===== config.mk =====
export PLATFORM = sky130hd
export DESIGN_NAME = fad_ctrl
export DESIGN_NICKNAME = d
export VERILOG_FILES = /design/src/rtl/core/fad_pkg.sv /design/src/rtl/core/fad_ctrl.sv
export SDC_FILE = /design/constraint.sdc
export NUM_CORES = 1
export LEC_CHECK = 0
export ABC_AREA = 1
export BUFFER_PORTS_ARGS = -buffer_cell sky130_fd_sc_hd__buf_2
export CAP_MARGIN = 20
export CORE_AREA = 2 2 39 41
export DETAILED_ROUTE_END_ITERATION = 10
export DIE_AREA = 0 0 41 43
export GPL_TIMING_DRIVEN = 0
export SYNTH_ARGS = -nofsm -noshare
export SYNTH_HDL_FRONTEND = slang
export SYNTH_SLANG_ARGS = --single-unit

===== constraint.sdc =====
create_clock -name clk -period 1.8 [get_ports clk]
set_input_delay 0.36 -clock clk [delete_from_list [all_inputs] [get_ports clk]]
set_output_delay 0.36 -clock clk [all_outputs]
set_load 0.01 [all_outputs]

===== src/rtl/core/fad_pkg.sv =====
// ----------------------------------------------------------------------------
// fad_pkg
// Shared widths, codes, command/status types and fixed-point helpers for the
// fractional allpass delay.
// ----------------------------------------------------------------------------
package fad_pkg;

  localparam int SAMPLE_W   = 24;
  localparam int GAIN_W     = 16;
  localparam int FRAC_W     = 16;
  localparam int WHOLE_W    = 12;
  localparam int CFG_IDX_W  = 2;
  localparam int CFG_DATA_W = 16;
  localparam int MUL_A_W    = SAMPLE_W + 1;
  localparam int MUL_B_W    = GAIN_W + 1;
  localparam int PROD_W     = MUL_A_W + MUL_B_W;
  localparam int RND15_W    = PROD_W - 15;
  localparam int RND16_W    = PROD_W - 16;
  localparam int SUM_W      = SAMPLE_W + 4;
  localparam int TAP_W      = RND16_W;

  localparam logic [CFG_IDX_W-1:0] CFG_FEEDBACK_GAIN  = 2'd0;
  localparam logic [CFG_IDX_W-1:0] CFG_DELAY_WHOLE    = 2'd1;
  localparam logic [CFG_IDX_W-1:0] CFG_DELAY_FRACTION = 2'd2;

  localparam logic signed [SUM_W-1:0] S24_MAX = SUM_W'(8388607);
  localparam logic signed [SUM_W-1:0] S24_MIN = -SUM_W'(8388608);

  typedef enum logic [2:0] {
    ST_IDLE,
    ST_MUL_FB,
    ST_WRITE,
    ST_RD_A,
    ST_RD_B,
    ST_MUL_D,
    ST_TAP,
    ST_OUT
  } fad_state_t;

  typedef enum logic [1:0] {
    MUL_OP_FB,
    MUL_OP_DIFF,
    MUL_OP_W
  } mul_op_t;

  typedef struct packed {
    logic    load_in;
    logic    mul_en;
    mul_op_t mul_op;
    logic    write_line;
    logic    rd_a;
    logic    rd_b;
    logic    load_tap;
    logic    load_out;
  } dp_cmd_t;

  typedef struct packed {
    logic busy;
  } dp_status_t;

  function automatic logic signed [RND15_W-1:0] rnd15(input logic signed [PROD_W-1:0] p);
    logic signed [PROD_W-1:0] t;
    t = p + PROD_W'(1 << 14);
    return t[PROD_W-1:15];
  endfunction

  function automatic logic signed [RND16_W-1:0] rnd16(input logic signed [PROD_W-1:0] p);
    logic signed [PROD_W-1:0] t;
    t = p + PROD_W'(1 << 15);
    return t[PROD_W-1:16];
  endfunction

  function automatic logic signed [SAMPLE_W-1:0] sat24(input logic signed [SUM_W-1:0] v);
    logic signed [SAMPLE_W-1:0] r;
    if (v > S24_MAX) begin
      r = S24_MAX[SAMPLE_W-1:0];
    end else if (v < S24_MIN) begin
      r = S24_MIN[SAMPLE_W-1:0];
    end else begin
      r = v[SAMPLE_W-1:0];
    end
    return r;
  endfunction

endpackage


===== src/rtl/core/fad_ctrl.sv =====
// ----------------------------------------------------------------------------
// fad_ctrl
// Sequencer for one sample: feedback multiply, line write, two tap reads,
// interpolation, output scaling, then hand-off to the output register.
// ----------------------------------------------------------------------------
module fad_ctrl (
  input  logic                clk,
  input  logic                rst_n,
  input  logic                in_valid,
  output logic                in_ready,
  output logic                out_valid,
  input  logic                out_ready,
  input  fad_pkg::dp_status_t status,
  output fad_pkg::dp_cmd_t    cmd
);
  import fad_pkg::*;

  fad_state_t state_r, state_nxt;
  logic       out_valid_r;
  logic       out_free;

  assign out_free  = !out_valid_r || out_ready;
  assign out_valid = out_valid_r;

  always_ff @(posedge clk) begin
    if (!rst_n) begin
      state_r     <= ST_IDLE;
      out_valid_r <= 1'b0;
    end else begin
      state_r <= state_nxt;
      if (cmd.load_out) begin
        out_valid_r <= 1'b1;
      end else if (out_ready) begin
        out_valid_r <= 1'b0;
      end
    end
  end

  always_comb begin
    state_nxt = state_r;
    unique case (state_r)
      ST_IDLE:   if (in_valid && !status.busy) state_nxt = ST_MUL_FB;
      ST_MUL_FB: state_nxt = ST_WRITE;
      ST_WRITE:  state_nxt = ST_RD_A;
      ST_RD_A:   state_nxt = ST_RD_B;
      ST_RD_B:   state_nxt = ST_MUL_D;
      ST_MUL_D:  state_nxt = ST_TAP;
      ST_TAP:    state_nxt = ST_OUT;
      ST_OUT:    if (out_free) state_nxt = ST_IDLE;
    endcase
  end

  always_comb begin
    in_ready       = 1'b0;
    cmd.load_in    = 1'b0;
    cmd.mul_en     = 1'b0;
    cmd.mul_op     = MUL_OP_FB;
    cmd.write_line = 1'b0;
    cmd.rd_a       = 1'b0;
    cmd.rd_b       = 1'b0;
    cmd.load_tap   = 1'b0;
    cmd.load_out   = 1'b0;
    unique case (state_r)
      ST_IDLE: begin
        in_ready    = !status.busy;
        cmd.load_in = in_valid && !status.busy;
      end
      ST_MUL_FB: begin
        cmd.mul_en = 1'b1;
        cmd.mul_op = MUL_OP_FB;
      end
      ST_WRITE: cmd.write_line = 1'b1;
      ST_RD_A:  cmd.rd_a = 1'b1;
      ST_RD_B:  cmd.rd_b = 1'b1;
      ST_MUL_D: begin
        cmd.mul_en = 1'b1;
        cmd.mul_op = MUL_OP_DIFF;
      end
      ST_TAP: begin
        cmd.load_tap = 1'b1;
        cmd.mul_en   = 1'b1;
        cmd.mul_op   = MUL_OP_W;
      end
      ST_OUT: cmd.load_out = out_free;
    endcase
  end

endmodule


* After elaboration in Yosys (flattened, before gate mapping)
Index checks and enable logic that the tools add are counted.
** Storage, ports and cells
- Bits in registers :: 4
- Input port bits :: 5
- Output and inout port bits :: 11
** Cells by class
- Equal/unequal tests :: 9
- Mux-type cells :: 13
- Reduce and logical (&&, ||, !) cells :: 7
** Operators with widths (number)
- 3-bit case mux with 8 select lines :: 1
- 3-bit equality test (second input constant) :: 4
- 1-bit two-way mux :: 9
- 3-bit case mux with 3 select lines :: 1
- 3-bit by 2-bit equality test with 1-bit output (second input constant) :: 2
- 3-bit two-way mux :: 2
- 2-bit != test (second input constant) :: 2
- 3-bit by 1-bit equality test with 1-bit output (second input constant) :: 1
- 3-bit zero test :: 1
- 1-bit zero test :: 2
- 2-bit AND reduction :: 1
- 2-bit nonzero test :: 1
- 1-bit logical AND :: 1
- 1-bit logical OR :: 1

* Depth between registers and ports, before layout
Gate-level depths: netlist of run 1.
- Depth in word-level cells :: 4
- Mapped depth :: 6

* Least setup slack after synthesis of run 1
No wires, ideal clock.
- Path kind :: reg2out
- Start point :: register state_r[2]
- End point :: output port cmd[6] in the netlist's numbering
- Arrival time :: 0.837 ns
- Required time :: 1.440 ns
- Setup slack :: 0.603 ns
- Stages on the path, launching flop included :: 4
- Buffers on the path :: 1
- Cell sequence :: dfxtp_1 -> inv_2 -> nor2_1 -> buf_4
** RTL lines
- start: declaration :: line fad_ctrl.sv:18 : fad_state_t state_r, state_nxt;
- start signal: assignment :: line fad_ctrl.sv:30 : state_r <= state_nxt;
- end: declaration :: line fad_ctrl.sv:14 : output fad_pkg::dp_cmd_t cmd

* Worst setup path in the final report of run 1
- Start point :: register state_r[0]
- End point :: output port in_ready
** Between the ends
- Word-level cells in the longest chain between the ends :: 2
** RTL lines
- 3-bit zero test :: line fad_ctrl.sv:63 : unique case (state_r)
- 1-bit two-way mux :: line fad_ctrl.sv:63
- end: declaration :: line fad_ctrl.sv:10 : output logic in_ready,
Every way passes these cells.

==> results of run 1 <==
-- area by class of cell --
type | instances | area, sq um
Fill cell | 172 | 1030
Multi-Input combinational cell | 28 | 130
Sequential cell | 4 | 80.1
Timing Repair Buffer | 15 | 75.1
Clock buffer | 3 | 22.5
Inverter | 6 | 22.5
Tap cell | 16 | 20.0
Buffer | 1 | 7.51
-- power groups by stage --
stage | Combinational (W) | Sequential (W) | Clock [W]
after floorplan | 0.0000521 | 0.000106 | 0
after global placement | 0.0000769 | 0.000107 | 0
after detailed placement | 0.0000779 | 0.000108 | 0
after CTS | 0.0000781 | 0.000106 | 0.000119
after global routing | 0.0000913 | 0.000107 | 0.000129
final | 0.0000770 | 0.000106 | 0.000117
-- cells in the final DEF (no fill, tap or decap) --
master,Yosys,routed
sky130_fd_sc_hd__or2_1,1,1
sky130_fd_sc_hd__o21ai_0,1,1
sky130_fd_sc_hd__inv_2,2,2
sky130_fd_sc_hd__dfxtp_1,4,4
sky130_fd_sc_hd__clkbuf_4,0,3
sky130_fd_sc_hd__inv_1,4,4
sky130_fd_sc_hd__nand2_1,9,9
sky130_fd_sc_hd__o21a_1,1,1
sky130_fd_sc_hd__buf_4,1,1
sky130_fd_sc_hd__nor2_2,1,1
sky130_fd_sc_hd__nor2_1,11,11
sky130_fd_sc_hd__a31oi_1,1,1
sky130_fd_sc_hd__buf_2,0,15
sky130_fd_sc_hd__nor3_2,1,1
sky130_fd_sc_hd__nand2_2,1,1
sky130_fd_sc_hd__a21boi_1,1,1
-- cells by family (layout without fill, tap and decap cells) --
group / Yosys count / count (layout)
AND/OR/NAND/NOR: 24 / 24
buffers and inverters: 7 / 25
flip-flops: 4 / 4
AO/OA/AOI/OAI: 4 / 4
-- flip-flops by register name, indices dropped and copies added, names as in the netlist --
register / cells
state_r: 3
out_valid: 1
-- worst max-delay path: stages, from the launching register on --
cell and delay, ps:
sky130_fd_sc_hd__dfxtp_1 320, sky130_fd_sc_hd__inv_1 80, sky130_fd_sc_hd__nand2_1 90, sky130_fd_sc_hd__nor2_1 130
sky130_fd_sc_hd__inv_1 60, sky130_fd_sc_hd__nor2_1 70, sky130_fd_sc_hd__buf_2 130
-- worst max-delay path by stage --
| stage | slack [ps] | to | cells after the start | start |
|---|---|---|---|---|
| 2_1_floorplan | 600 | cmd[6] | 3 | state_r[2] |
| 3_3_place_gp | 510 | cmd[0] | 4 | out_ready |
| 6_report | 310 | in_ready | 6 | state_r[0] |
| 5_1_grt | 180 | cmd[8] | 6 | state_r[0] |
| 4_1_cts | 300 | cmd[6] | 4 | state_r[2] |
| 3_5_place_dp | 500 | cmd[0] | 4 | out_ready |
-- per-layer routing --
| layer | part of all wire (%) | track usage [%] | up-vias |
|---|---|---|---|
| met4 | 3.4 | 8.00 | 0 |
| met5 | 0 | 0 | - |
| li1 | - | - | 152 |
| met2 | 42 | 10.0 | 13 |
| met1 | 44 | 8.06 | 125 |
| met3 | 11 | 6.28 | 3 |
-- metrics by stage --
step	hold WS [ps]	std cells	cell area (sq um)	setup WS (ps)	total power [W]
floorplan	478	39	240	603	0.000158
global route	377	73	358	178	0.000327
finish	374	73	358	307	0.000300
CTS	375	73	358	296	0.000303
global placement	540	70	335	512	0.000184
detailed placement	554	70	335	501	0.000185
==> impl_metrics.ini, run 1 <==
[synth]
synth.top_cells.by_area = sky130_fd_sc_hd__dfxtp_1 33%, sky130_fd_sc_hd__nor2_1 17%, sky130_fd_sc_hd__nand2_1 14%
ys_seq_area_share_pct = 33.3
ys_warn_count = 0
syn-mean-instance-area_sq_um = 6.16
synth_top_family_by_area = simple AND/OR/NAND/NOR gates
dominant_synthesized_flop_cell = sky130_fd_sc_hd__dfxtp_1
synth-seq-cells = 4
post-synth-top-count-cell = sky130_fd_sc_hd__nor2_1
complex_gate_fraction_of_the_synthesized_area_pct = 10.9
synth.top_cell.area_share_pct = 33.3
synth_edf_count = 0
yosysUniqueCellTypes = 14
ys_top_cells_by_count = 11 x sky130_fd_sc_hd__nor2_1, 9 x sky130_fd_sc_hd__nand2_1, 4 x sky130_fd_sc_hd__dfxtp_1, 4 x sky130_fd_sc_hd__inv_1, 2 x sky130_fd_sc_hd__inv_2
adder_cell_fraction_of_synth_area_pct = 0
synth_cells = 39
synth_nets = 44
post_synthesis_share_of_cell_area_spent_on_xor_and_xnor_gates_pct = 0
simple_gate_portion_of_the_synthesized_area_pct = 43.2
synth.largest_area_cell = sky130_fd_sc_hd__dfxtp_1
post_synth_instance_area_sq_um = 240
synthMuxAreaShare_pct = 0
asyncSetResetFlopFracSynth_pct = 0

[sta]
timing_worst_slew_pin_value_ps = 297
maximum_clock_frequency_mhz = 670
setup-tns-final_ps = 0
setup_viol = 0
slew_headroom_pct = 80.2
final_max_slew_viol_count = 0
clock_skew_ps = 5.12
hold_viol = 0
rsz0062_at_grt = no
min_period_over_period_pct = 82.9
final_period_minus_worst_setup_slack_ps = 1490

[critical_path]
cp_startpoint_kind = flip-flop
critical_path_class = reg2out
worst_r2r_endpoint = state_r[1]
critPathArrivalTime_ps = 1130
worst_ep_required_time_ps = 1440
crit_fanout = 3
worst-r2r-setup-slack_ps = 920
timing.rr.start = state_r[2]
critical_path.endpoint_type = output pin
worst-r2r-cell-count = 4

[placed_design]
placer_congestion_estimate = 0.696
buffer_ports.inserted = 15
place_hpwl_um = 454

[clock_network]
clock_latency_ps = 240
clk_buf_depth = 2
clk_pin_slew_worst_paths_ps = 40
post_cts_buffers = 0
cts_h_tree_depth = 1
numClockSinks = 4
clock_tree.root_cell = sky130_fd_sc_hd__clkbuf_4
postCtsResizedCells = 0
holdBufCountCts = 0
cts_made_buffers = 3
cts_tree = yes

[power]
pwr-share-seq_pct = 35.3
leakagePower_nw = 0.205
power.share.clock_pct = 39.0
power.share.switching_pct = 32.5
p_switching_w = 0.0000976
peakVddDrop_mv = 0.234
power_density_mw_per_mm2 = 839
share_comb_of_total_power_pct = 25.6
cellInternalPower_w = 0.000203

[cells_and_area]
diodes = 0
layout-drive-gt1-share_pct = 42.1
area_growth_pct = 49.0
final_nets = 64
final_util_pct = 25.9

[floorplan]
die_area_sq_mm = 0.00176
fp-row-count = 14
floorplan.die.width_um = 41
floorplan.initialDensity_pct = 17.4
core_sq_mm = 0.00138
chip_height_um = 43
io_pins = 16

[worst_hold_path]
worst_hold_startpoint = rst_n
min_delay_worst_endpoint = out_valid
worstHoldPathCells = 2
min-delay-path-class = in2reg

[grt]
gr-total-overflow = 0
antenna_found_initial = 0
grt_first_pass_wirelength_um = 890
grt_max_degree = 8
grt_usage_pct = 8.14
grt_pass1_vias = 235

[drt]
route.vias.total = 293
vias_per_cell = 4.01
route.detailed.wl_per_inst_um = 7.66
drt_pre_antenna_iters = 4
drtAntennaViolNets = 0
drt-initial-drc-count = 6
detailed_route_wire_length_um = 559
drc_errors = 0

[flow_run]
drv.max_cap_violation_count = 0

[run_status]
status = complete, no violations
Note: power is estimated with default switching activity, not from simulation.
==> run 2: changes to the inputs <==
--- a/config.mk
+++ b/config.mk
@@ -5,7 +5,7 @@
 export SDC_FILE = /design/constraint.sdc
 export NUM_CORES = 1
 export LEC_CHECK = 0
-export ABC_AREA = 1
+export ABC_AREA = 0
 export BUFFER_PORTS_ARGS = -buffer_cell sky130_fd_sc_hd__buf_2
 export CAP_MARGIN = 20
 export CORE_AREA = 2 2 39 41
==> constraint.sdc (replaced) <==
create_clock -name clk -period 1.25 [get_ports clk]
set_input_delay 0.25 -clock clk [delete_from_list [all_inputs] [get_ports clk]]
set_output_delay 0.25 -clock clk [all_outputs]
set_load 0.01 [all_outputs]
==> run 2 against run 1 <==
The run now ends with setup timing left; count of clock-buffer cells in the layout unchanged; combinational power increased by 65%; via count increased by 3.4%; register-to-register slack got worse by 900 ps; sequential share of layout area decreased by 4.4 points; sequential cell count unchanged; global-route usage increased by 1.6 points; synthesized cell count decreased by 23%; clock power increased by 37%; largest cell class is now non-clock buffers.
==> impl_metrics.ini, run 2 <==
[run_status]
status = finished, violations left
violations = setup timing

[sta]
hold_viol = 0
slew_headroom_pct = 81.5
maximum_clock_frequency_mhz = 702
final_max_slew_viol_count = 0
clock_skew_ps = 1.35
setup_viol = 10
min_period_over_period_pct = 114
setup_slack_ps = -174
setup-tns-final_ps = -1030
final_period_minus_worst_setup_slack_ps = 1420
timing_worst_slew_pin_value_ps = 273
rsz0062_at_grt = yes

[clock_network]
numClockSinks = 4
cts_tree = yes
clk_buf_depth = 2
cts_h_tree_depth = 1
cts_made_buffers = 3
clk_pin_slew_worst_paths_ps = 40
clock_tree.root_cell = sky130_fd_sc_hd__clkbuf_4
holdBufCountCts = 0
clock_latency_ps = 230

[grt]
grt_max_degree = 8
grt_pass1_vias = 304
grt_first_pass_wirelength_um = 1170
grt_usage_pct = 9.74
antenna_found_initial = 0
gr-total-overflow = 0

[worst_hold_path]
min-delay-path-class = in2reg

[placed_design]
buffer_ports.inserted = 15
place.detailed.instances = 61
placer_congestion_estimate = 0.677

[floorplan]
floorplan.die.width_um = 41
die_area_sq_mm = 0.00176
io_pins = 16
fp-row-count = 14
floorplan.initialDensity_pct = 18.3
chip_height_um = 43
core_sq_mm = 0.00138

[synth]
ys_warn_count = 0
synth_nets = 35
synth_cells = 30
synth-seq-cells = 4
dominant_synthesized_flop_cell = sky130_fd_sc_hd__dfxtp_1
synth.top_cells.by_area = sky130_fd_sc_hd__dfxtp_1 32%, sky130_fd_sc_hd__nor2b_1 9.9%, sky130_fd_sc_hd__buf_4 5.9%
ys_seq_area_share_pct = 31.7
yosysUniqueCellTypes = 20
synth.largest_area_cell = sky130_fd_sc_hd__dfxtp_1
synth.top_cell.area_share_pct = 31.7
syn-mean-instance-area_sq_um = 8.42
synth_edf_count = 0
post_synth_instance_area_sq_um = 253
ys_top_cells_by_count = 4 x sky130_fd_sc_hd__dfxtp_1, 4 x sky130_fd_sc_hd__nor2b_1
asyncSetResetFlopFracSynth_pct = 0

[cells_and_area]
largest_register = state_r
layout.cells.most_common_list = 14 x sky130_fd_sc_hd__buf_2, 8 x sky130_fd_sc_hd__buf_4, 4 x sky130_fd_sc_hd__nor2b_1, 4 x sky130_fd_sc_hd__buf_6, 3 x sky130_fd_sc_hd__clkbuf_4
layout.cells.most_common = sky130_fd_sc_hd__buf_2
diodes = 0
area_growth_pct = 89.6
instances_no_fill = 72
final_nets = 63
largest_register_ff_count = 3
layout-drive-gt1-share_pct = 69.6

[drt]
met1_wire_length_um = 270
wl_met2_um = 366
vias_per_cell = 4.21
drc_errors = 0
highest-signal-layer = met3
route.vias.total = 303
route.detailed.wl_per_inst_um = 9.57
drt-initial-drc-count = 2
detailroute.wirelength.met3_um = 52
detailed_route_wire_length_um = 689
drtAntennaViolNets = 0
drt_pre_antenna_iters = 2

[critical_path]
crit_fanout = 5
cp_startpoint_kind = flip-flop
critPathArrivalTime_ps = 1170
crit_path_max_incr_delay_ps = 310
worst_ep_required_time_ps = 1000
cp_slowest_cell = sky130_fd_sc_hd__dfxtp_2
critical_path_class = reg2out
worstPathCellList = buf_6, nor4_4, and2_1, buf_2
critical_path.endpoint_type = output pin

[flow_run]
drv.max_cap_violation_count = 0

[power]
share_comb_of_total_power_pct = 29.7
leakagePower_nw = 0.236
pwr-share-seq_pct = 32.9
p_switching_w = 0.000113
peakVddDrop_mv = 0.473
power.share.clock_pct = 37.4
cellInternalPower_w = 0.000316
power.share.switching_pct = 26.3
power_density_mw_per_mm2 = 894
## run 2: repair_timing
item | 4_1_cts | 5_1_grt
endpoints found under the setup margin | 10 | 10
setup buffers | 7 | 1
gates resized for setup | 9 | 3
pin swaps | 5 | 2
## run 2: power groups by stage
stage	Combinational, W	Sequential, W	Clock (W)
after floorplan	0.0000598	0.000141	0
final	0.000127	0.000141	0.000160
after detailed placement	0.0000877	0.000142	0
after CTS	0.000120	0.000141	0.000163
after global placement	0.0000865	0.000142	0
after global routing	0.000138	0.000142	0.000171
## run 2: worst paths after layout
path	from	end	slack [ps]	depth (start not counted)
hold / removal	rst_n	out_valid	280	2
setup reg to reg	state_r[1]	state_r[0]	20	6
hold reg to reg	state_r[2]	state_r[0]	570	2
setup / recovery	state_r[1]	cmd[8]	-170	4
## run 2: final cells by class
type / instances / area [sq um]
clock buffers: 3 / 22.5
inverters: 1 / 6.26
well taps: 16 / 20.0
fillers: 144 / 905
repair buffers: 23 / 145
plain buffers: 3 / 30.0
flip-flops and latches: 4 / 86.3
multi-input cells: 22 / 169
## run 2: kinds of logic (layout without fill, tap and decap cells)
group           Yosys count  count (layout)  synth area share, %
simple gates             17              17                 44.6
compound gates            5               5                 11.9
flops                     4               4                 31.7
buf+inv                   4              30                 11.9
## run 2: critical path, delay by kind of cell (launching register included)
kind | cells | cell delay [ps]
simple gates | 2 | 380
flops | 1 | 310
buf+inv | 2 | 240
## run 2: through the flow
step                      cell area, sq um  setup WS [ps]  utilization (%)  hold WS [ps]  power (W)
after floorplan                        262          -8.73                -           378   0.000201
after CTS                              458           -183             33.1           277   0.000424
final                                  479           -174             34.6           276   0.000429
after global routing                   479           -257             34.6           296   0.000451
after detailed placement               357          -60.3             25.8           518   0.000230
after global placement                 357          -47.0             25.8           520   0.000229
## run 2: metal layers
| metal | GRT usage [%] | vias to the layer above |
|---|---|---|
| li1 | - | 158 |
| met1 | 10.9 | 136 |
| met2 | 15.0 | 9 |
| met3 | 4.71 | 0 |
| met4 | 4.00 | 0 |
| met5 | 0 | - |
==> run 3: changes to the inputs <==
--- a/config.mk
+++ b/config.mk
@@ -12,6 +12,7 @@
 export DETAILED_ROUTE_END_ITERATION = 10
 export DIE_AREA = 0 0 41 43
 export GPL_TIMING_DRIVEN = 0
+export REMOVE_ABC_BUFFERS = 1
 export SYNTH_ARGS = -nofsm -noshare
 export SYNTH_HDL_FRONTEND = slang
 export SYNTH_SLANG_ARGS = --single-unit
==> run 3 against run 2 <==
Largest power group unchanged; the flow still finishes with violations (setup timing); core utilization down 5.1 points; combinational power down 38%; clock power down 4%; final cell count down 9.7%; highest routed layer unchanged.
==> impl_metrics.ini, run 3 (synthesized netlist as in run 2, its figures left out) <==
[sta]
timing_worst_slew_pin_value_ps = 236
clock_skew_ps = 0.489
hold_viol = 0
setup-tns-final_ps = -331
hold_slack_ps = 293
final_period_minus_worst_setup_slack_ps = 1360
setup_viol = 5
slew_headroom_pct = 84.0
setup_slack_ps = -110
rsz0062_at_grt = yes
final_max_slew_viol_count = 0
maximum_clock_frequency_mhz = 735
min_period_over_period_pct = 109

[critical_path]
critical_path_class = reg2out
crit_fanout = 7
timing.rr.start = state_r[0]
cp_startpoint_kind = flip-flop
crit_path_max_incr_delay_ps = 390
worst-r2r-setup-slack_ps = 280
cp_slowest_cell = sky130_fd_sc_hd__dfxtp_4
worstPathCellList = or2b_1, nor2_1, buf_2
critPathArrivalTime_ps = 1110
critical_path.endpoint_type = output pin
worst_ep_required_time_ps = 1000
startpoint = state_r[0]

[power]
power.share.switching_pct = 25.9
leakagePower_nw = 0.189
peakVddDrop_mv = 0.196
cellInternalPower_w = 0.000284
pwr-share-seq_pct = 39.5
power_density_mw_per_mm2 = 935
power.share.clock_pct = 40.0
p_switching_w = 0.0000991
share_comb_of_total_power_pct = 20.5

[grt]
grt_max_degree = 9
antenna_found_initial = 0
grt_usage_pct = 8.03
grt_first_pass_wirelength_um = 966
grt_pass1_vias = 264
gr-total-overflow = 0

[run_status]
status = finished, violations left
violations = setup timing

[cells_and_area]
layout.cells.most_common = sky130_fd_sc_hd__buf_2
largest_register_ff_count = 3
area_growth_pct = 61.9
diodes = 0
instances_no_fill = 65
final_util_pct = 29.6
final_nets = 56
layout-drive-gt1-share_pct = 61.2
layout.cells.most_common_list = 15 x sky130_fd_sc_hd__buf_2, 3 x sky130_fd_sc_hd__nor2b_1, 3 x sky130_fd_sc_hd__clkbuf_4, 3 x sky130_fd_sc_hd__buf_4, 3 x sky130_fd_sc_hd__dfxtp_4
largest_register = state_r

[clock_network]
clock_tree.root_cell = sky130_fd_sc_hd__clkbuf_4
cts_h_tree_depth = 1
clk_buf_depth = 2
clk_pin_slew_worst_paths_ps = 40
numClockSinks = 4
cts_tree = yes
cts_made_buffers = 3
clock_latency_ps = 230

[drt]
drc_errors = 0
vias_per_cell = 4.35
drt_pre_antenna_iters = 4
detailed_route_wire_length_um = 612
drtAntennaViolNets = 0
drt-initial-drc-count = 2
route.detailed.wl_per_inst_um = 9.42
route.vias.total = 283

[floorplan]
core_sq_mm = 0.00138
die_area_sq_mm = 0.00176
floorplan.initialDensity_pct = 18.3
floorplan.die.width_um = 41
chip_height_um = 43
fp-row-count = 14
io_pins = 16

[worst_hold_path]
min-delay-path-class = in2reg
worst_hold_startpoint = rst_n

[placed_design]
placer_congestion_estimate = 0.616
place_hpwl_um = 433
buffer_ports.inserted = 15
place.detailed.instances = 58

[flow_run]
drv.max_cap_violation_count = 0
==> run 3: changes by cell type in the layout (fill, tap and decap cells not counted), sizes merged <==
cell / before / now
buf: 26 / 19
==> run 3: path summary, 6_finish.rpt <==
kind	endpoint	depth (start not counted)
setup / recovery	cmd[5]	3
hold / removal	out_valid	2
setup reg to reg	state_r[2]	3
hold reg to reg	state_r[1]	2
==> run 3: worst max-delay path, delay by kind of cell, from the launching register on <==
| family | cells | cell delay [ps] |
|---|---|---|
| and+or+nand+nor | 2 | 370 |
| DFF | 1 | 390 |
| buffers and inverters | 1 | 130 |
==> run 3: per-stage QoR <==
step,cell area [sq um],power [W],setup WS (ps)
2_1_floorplan,226,0.000185,-67.4
3_3_place_gp,322,0.000211,-12.5
3_5_place_dp,322,0.000213,-25.6
4_1_cts,398,0.000388,-119
5_1_grt,409,0.000413,-186
6_report,409,0.000383,-110
==> run 3: area by class of cell <==
class / instances / area (sq um)
Multi-Input combinational cell: 22 / 168
Clock buffer: 3 / 22.5
Timing Repair Buffer: 19 / 101
Tap cell: 16 / 20.0
Fill cell: 161 / 975
Inverter: 1 / 6.26
Sequential cell: 4 / 91.3
==> run 3: what timing repair did <==
action / CTS / global route
setup endpoints to repair: 10 / 10
buffers inserted: 4 / 0
resized for setup: 9 / 3
pin swaps: 3 / 0
hold buffers: 0 / 0
==> run 3: power groups by stage <==
| stage | sequential [W] | clock [W] | combinational [W] |
|---|---|---|---|
| finish | 0.000151 | 0.000153 | 0.0000785 |
| global route | 0.000153 | 0.000174 | 0.0000856 |
| CTS | 0.000150 | 0.000161 | 0.0000774 |
| detailed placement | 0.000155 | 0 | 0.0000581 |
| global placement | 0.000154 | 0 | 0.0000570 |
| floorplan | 0.000151 | 0 | 0.0000339 |
==> run 3: layer usage <==
metal | track usage [%] | wire length, um | up-vias | share of wire, %
li1 | - | - | 143 | -
met1 | 9.00 | 262 | 130 | 43
met2 | 12.5 | 316 | 10 | 52
met3 | 3.14 | 34 | 0 | 5.6
met4 | 4.00 | 0 | 0 | 0
met5 | 0 | 0 | - | 0
